[src/rtl/ovt_pkg.sv]
// Shared types and constants for the object version table.
`default_nettype none

package ovt_pkg;

  // Field widths
  localparam int unsigned OP_W         = 2;
  localparam int unsigned KEY_W        = 64;
  localparam int unsigned VER_W        = 64;
  localparam int unsigned STATUS_W     = 2;
  localparam int unsigned IN_TDATA_W   = 72;
  localparam int unsigned OUT_TDATA_W  = 72;
  localparam int unsigned IN_USED_W    = OP_W + KEY_W;
  localparam int unsigned OUT_USED_W   = VER_W + STATUS_W;

  // Request codes
  typedef enum logic [OP_W-1:0] {
    OP_START  = 2'd0,
    OP_GETVER = 2'd1,
    OP_COMMIT = 2'd2
  } op_t;

  // Result status codes
  typedef enum logic [STATUS_W-1:0] {
    ST_OK       = 2'd0,
    ST_NOTFOUND = 2'd1,
    ST_FULL     = 2'd2
  } status_t;

  // Source of the result value
  typedef enum logic [1:0] {
    RES_ZERO,
    RES_COUNT,
    RES_VERSION
  } res_sel_t;

  // Controller states
  typedef enum logic [1:0] {
    S_IDLE,
    S_SCAN,
    S_DONE
  } state_t;

  // One table entry
  typedef struct packed {
    logic [KEY_W-1:0] key;
    logic [VER_W-1:0] version;
  } entry_t;

  // Controller to datapath commands
  typedef struct packed {
    logic      id_load;
    logic      scan_start;
    logic      scan_step;
    logic      wr_commit;
    logic      wr_insert;
    logic      res_load;
    res_sel_t  res_sel;
    status_t   res_status;
    logic      out_load;
  } ovt_cmd_t;

  // Datapath to controller status
  typedef struct packed {
    logic hit;
    logic miss;
    logic full;
    logic out_busy;
  } ovt_stat_t;

endpackage

`default_nettype wire

[src/rtl/ovt_ctrl.sv]
// Request sequencer: accepts a request, runs the table scan and releases the result.
`default_nettype none

module ovt_ctrl (
  input  wire logic                  clk,
  input  wire logic                  rst_n,
  input  wire logic                  in_tvalid,
  output logic                       in_tready,
  input  wire logic [ovt_pkg::OP_W-1:0] in_op,
  input  wire ovt_pkg::ovt_stat_t    stat,
  output ovt_pkg::ovt_cmd_t          cmd
);
  import ovt_pkg::*;

  state_t state_r, state_nxt;
  op_t    op_r, op_nxt;
  op_t    in_op_e;
  logic   accept;

  assign in_op_e   = op_t'(in_op);
  assign in_tready = (state_r == S_IDLE);
  assign accept    = in_tvalid && in_tready;

  // State and request code registers
  always_ff @(posedge clk) begin
    if (!rst_n) begin
      state_r <= S_IDLE;
      op_r    <= OP_START;
    end else begin
      state_r <= state_nxt;
      op_r    <= op_nxt;
    end
  end

  // Next state
  always_comb begin
    state_nxt = state_r;
    op_nxt    = op_r;
    unique case (state_r)
      S_IDLE: begin
        if (accept) begin
          op_nxt = in_op_e;
          unique case (in_op_e) inside
            OP_GETVER, OP_COMMIT: state_nxt = S_SCAN;
            default:              state_nxt = S_DONE;
          endcase
        end
      end
      S_SCAN: begin
        if (stat.hit || stat.miss) begin
          state_nxt = S_DONE;
        end
      end
      S_DONE: begin
        if (!stat.out_busy) begin
          state_nxt = S_IDLE;
        end
      end
      default: state_nxt = S_IDLE;
    endcase
  end

  // Commands
  always_comb begin
    cmd            = '0;
    cmd.res_sel    = RES_ZERO;
    cmd.res_status = ST_OK;
    unique case (state_r)
      S_IDLE: begin
        if (accept) begin
          cmd.id_load = 1'b1;
          unique case (in_op_e) inside
            OP_START: begin
              cmd.res_load = 1'b1;
              cmd.res_sel  = RES_COUNT;
            end
            OP_GETVER, OP_COMMIT: cmd.scan_start = 1'b1;
            default:              cmd.res_load   = 1'b1;
          endcase
        end
      end
      S_SCAN: begin
        cmd.scan_step = 1'b1;
        if (stat.hit) begin
          cmd.res_load = 1'b1;
          if (op_r == OP_GETVER) begin
            cmd.res_sel = RES_VERSION;
          end else begin
            cmd.wr_commit = 1'b1;
          end
        end else if (stat.miss) begin
          cmd.res_load = 1'b1;
          if (op_r == OP_GETVER) begin
            if (stat.full) begin
              cmd.res_status = ST_FULL;
            end else begin
              cmd.wr_insert = 1'b1;
            end
          end else begin
            cmd.res_status = ST_NOTFOUND;
          end
        end
      end
      S_DONE: begin
        cmd.out_load = !stat.out_busy;
      end
      default: cmd = '0;
    endcase
  end

endmodule

`default_nettype wire

[config.mk]
export PLATFORM = sky130hd
export DESIGN_NAME = ovt_ctrl
export DESIGN_NICKNAME = d
export VERILOG_FILES = /design/src/rtl/ovt_pkg.sv /design/src/rtl/ovt_ctrl.sv
export SDC_FILE = /design/constraint.sdc
export NUM_CORES = 1
export LEC_CHECK = 0
export ABC_CLOCK_PERIOD_IN_PS = 1400
export BUFFER_PORTS_ARGS = -buffer_cell sky130_fd_sc_hd__buf_4
export CAP_MARGIN = 20
export CORE_AREA = 2 2 39 41
export DETAILED_ROUTE_END_ITERATION = 6
export DIE_AREA = 0 0 41 43
export PLACE_DENSITY = 0.54
export SYNTH_ARGS = -nofsm -noshare
export SYNTH_HDL_FRONTEND = slang
export SYNTH_SLANG_ARGS = --single-unit
export TNS_END_PERCENT = 50
[constraint.sdc]
create_clock -name clk -period 1.4 [get_ports clk]
set_clock_uncertainty 0.1 [all_clocks]
set_input_delay 0 -clock clk [delete_from_list [all_inputs] [get_ports clk]]
set_output_delay 0 -clock clk [all_outputs]
set_load 0.01 [all_outputs]
==> reports/results.txt <==
Setup violations remaining at the end of the flow were counted as 0. The via count of the first global-routing pass was 310. The number of top-level pins was 21.

The library cell used most frequently in the layout, excluding fill and tap cells, is sky130_fd_sc_hd__buf_4. The number of nets handed over by synthesis was 48. Detailed routing placed a total of 87 um of wire on met3.

Wire segments on met2 add up to 354 um in the final route. The combined global-route utilization of all metal layers was 8.93%; the share of the clock period used by the worst path after layout was 92.2%. The area fraction of the dominant cell type after synthesis works out to 29.1%. The finished layout holds 80 standard cells, fillers aside. TritonCTS built the clock tree. The run gives 0.267 nW as the leakage power of the design. For this run, the post-layout net count is 76. The run gives 0.00176 mm2 as the die outline area. Across the VDD grid, the largest voltage drop is 0.000271 V. For this run, the top clock speed supported by timing is 774 MHz. Row generation in the floorplan step produced 14 rows.

For this block, the via count after detailed routing is 334. The data arrival time of the worst path is 1.19 ns. Dividing the synthesized area by the synthesized cell count gives 7.24 um2.

After floorplanning, the core was sized to cover 0.00138 mm2. Yosys mapped the design onto 17 distinct sky130hd cell types. The run finished with clean final reports.

The top cell types in the final layout, fill and taps aside, are sky130_fd_sc_hd__buf_4 (20), sky130_fd_sc_hd__inv_1 (5), sky130_fd_sc_hd__o21ai_0 (4). In this run the worst path has a maximum fanout of 5. Area added between synthesis and finish: 86.8%. The detailed router put a total of 281 um of wire on met1. Before antenna repair, the detailed router went through 4 iterations. The worst register-to-register path has a depth of 5.

For the pin with the worst max-slew slack, the measured transition is 0.244 ns. For the initial antenna violation count, the log shows 0. The first global-routing pass estimated 1030 um of wire. The worst hold path belongs to the class input pin to flop.

Last element of the critical path: cmd[2]. Tracing the worst setup path back leads to its startpoint at state_r[1]. Across the run, the number of max-cap violations was 0. In this run the register-to-register setup slack is 0.26 ns. Counting tap cells, the placed design contains a total of 74 instances. In this run, synthesis produced a sequential element count of 4.

The type of element capturing the critical path was a primary output. Across all hold checks on the routed design, the worst slack comes to 0.0120 ns. The worst path required time is 1.30 ns. Reg-to-reg critical path endpoint: state_r[0]. The overflow left after global routing was 0. The floorplan step set the die height to 43 um. For the clock latency of the later-clocked register in the worst-skew pair, the log shows 0.23 ns. The tools report the clock tree root driver cell as sky130_fd_sc_hd__clkbuf_4. First-iteration detailed-routing DRC count: 6. For the number of antenna cells inserted, the log shows 0. Remaining antenna violation count after routing: 0.

After synthesis, the cell types taking the most area are sky130_fd_sc_hd__dfxtp_1 (29%), sky130_fd_sc_hd__inv_1 (8.2%), sky130_fd_sc_hd__mux2i_1 (7.3%). For the final-layout fill cell count, the log shows 157. At the end of routability-driven placement, the weighted congestion stood at 0.609. Worst setup path category: flop to primary output.

Wires add up to 723 um. After detailed routing, no signal wire sits above met3. The count of buffers added on input and output ports is 20. The CTS sink count was 4; the number of buffers added for setup after CTS was 0. For the number of synthesis warnings, the log shows 0.

Max-slew violation count: 0. The synthesized design spends more area on one cell type than any other, namely sky130_fd_sc_hd__dfxtp_1. The share of the Yosys chip area taken by registers is 29.1%. In this run the power density over the cells is 784 mW/mm2. The via density per instance is 4.18, and the detailed-route wire length per cell is 9.04 um. The worst pin sits at a relative slew slack of 83.6%. For this run, design rule violations remaining after detail routing come to 0. Cells fill 37.2% of the core in the end. The clock passes through at most 2 buffers.

The final-layout setup total negative slack is 0 ns, and the register area is 81.3 um2. Summing every instance area after synthesis gives 275 um2. The count of endpoints failing hold in the final timing report is 0, and the shortest period the worst path allows is 1.29 ns. Setup repair after global routing left no endpoint under its margin. The post-route netlist has 46.9% of its cells at a drive strength greater than 1.

Once the floorplan was initialized, standard cells occupied 19.9% of the core. Summed over all nets, the half-perimeter wirelength after detailed placement is 624 um. Buffers inserted during clock tree synthesis total 3. After clock tree synthesis, the clock-pin slew on the worst setup and hold paths is 0.04 ns. For the area used by multi-input combinational logic, the log shows 184 um2. The worst setup path is launched from a flop. The number of H-tree levels was 1; the horizontal extent of the die was 41 um. Gate count of the mapped netlist: 38.

The startpoint identified for the worst register-to-register timing path is state_r[0]. Entering global routing, the biggest net connects 6 pins.
[cell families (layout without fill, tap and decap cells)]
logic type      count (synthesis)  in the layout  synth area share [%]
buf+inv                         7             33                  9.54
compound gates                  5              5                  10.0
flops                           4              4                  29.1
mux                             2              2                  7.27
fa+ha+maj                       1              1                  4.54
simple gates                   19             19                  39.5
[routing by layer]
layer  vias up  track usage, %
met3         0            4.71
met5         -               0
met4         0            6.00
met1       140            6.41
li1        176               -
met2        18            15.9
[cells in the mapped netlist]
master                     number
sky130_fd_sc_hd__and4b_1        1
sky130_fd_sc_hd__nor2b_1        3
sky130_fd_sc_hd__and2_1         2
sky130_fd_sc_hd__and3_1         1
sky130_fd_sc_hd__ha_1           1
sky130_fd_sc_hd__inv_2          1
sky130_fd_sc_hd__nor2_2         1
sky130_fd_sc_hd__nor3_1         4
sky130_fd_sc_hd__mux2i_1        2
sky130_fd_sc_hd__nor2_1         1
sky130_fd_sc_hd__nand2_1        3
sky130_fd_sc_hd__inv_1          6
sky130_fd_sc_hd__dfxtp_1        4
sky130_fd_sc_hd__nand2b_1       2
sky130_fd_sc_hd__o21a_1         1
sky130_fd_sc_hd__o21ai_0        4
sky130_fd_sc_hd__nor3b_1        1
[worst max-delay path: stages, from the launching register on]
cell and delay [ns]:
sky130_fd_sc_hd__dfxtp_1 0.32, sky130_fd_sc_hd__nand2b_4 0.15, sky130_fd_sc_hd__inv_2 0.08, sky130_fd_sc_hd__nand2_1 0.08, sky130_fd_sc_hd__nor3_1 0.18, sky130_fd_sc_hd__buf_4 0.15
[timing repair]
action                                 4_1_cts  5_1_grt
gates resized for setup                      0        5
endpoints found under the hold margin        4        0
setup endpoints to repair                    0        3
hold buffers                                 3        0
[report_power, final]
part | internal (mW) | switching (mW)
Clock | 0.0955 | 0.0413
Sequential | 0.125 | 0.00857
Combinational | 0.0745 | 0.0580
Total | 0.295 | 0.108
[sequential cells by signal, indices dropped and copies added, names as in the netlist]
name and count:
state_r 2, op_r 2
[how the worst min path moves through the flow]
stage            start    endpoint  slack, ns  cells after the start
2_1_floorplan  stat[0]      cmd[0]      -0.05                      1
3_3_place_gp     rst_n  state_r[0]       0.13                      2
3_5_place_dp     rst_n  state_r[0]       0.13                      2
4_1_cts        stat[2]  state_r[0]       0.01                      3
5_1_grt        stat[2]  state_r[0]       0.02                      3
6_report       stat[2]  state_r[0]       0.01                      3
[area by class of cell]
| cell class | instances | share of cell area [%] |
|---|---|---|
| clock buffers | 3 | 4.38 |
| inverters | 7 | 5.11 |
| multi-input cells | 27 | 35.8 |
| flip-flops and latches | 4 | 15.8 |
| well taps | 16 | 3.89 |
| repair buffers | 23 | 35.0 |
[stage by stage]
step                      power (mW)  instance area [um2]  setup slack [ns]
after floorplan                0.193                  275             0.215
after global routing           0.438                  514            0.0148
after detailed placement       0.257                  445             0.254
final                          0.403                  514             0.109
after CTS                      0.407                  498           0.00225
after global placement         0.256                  445             0.241
Note: power is estimated with default switching activity, not from simulation.
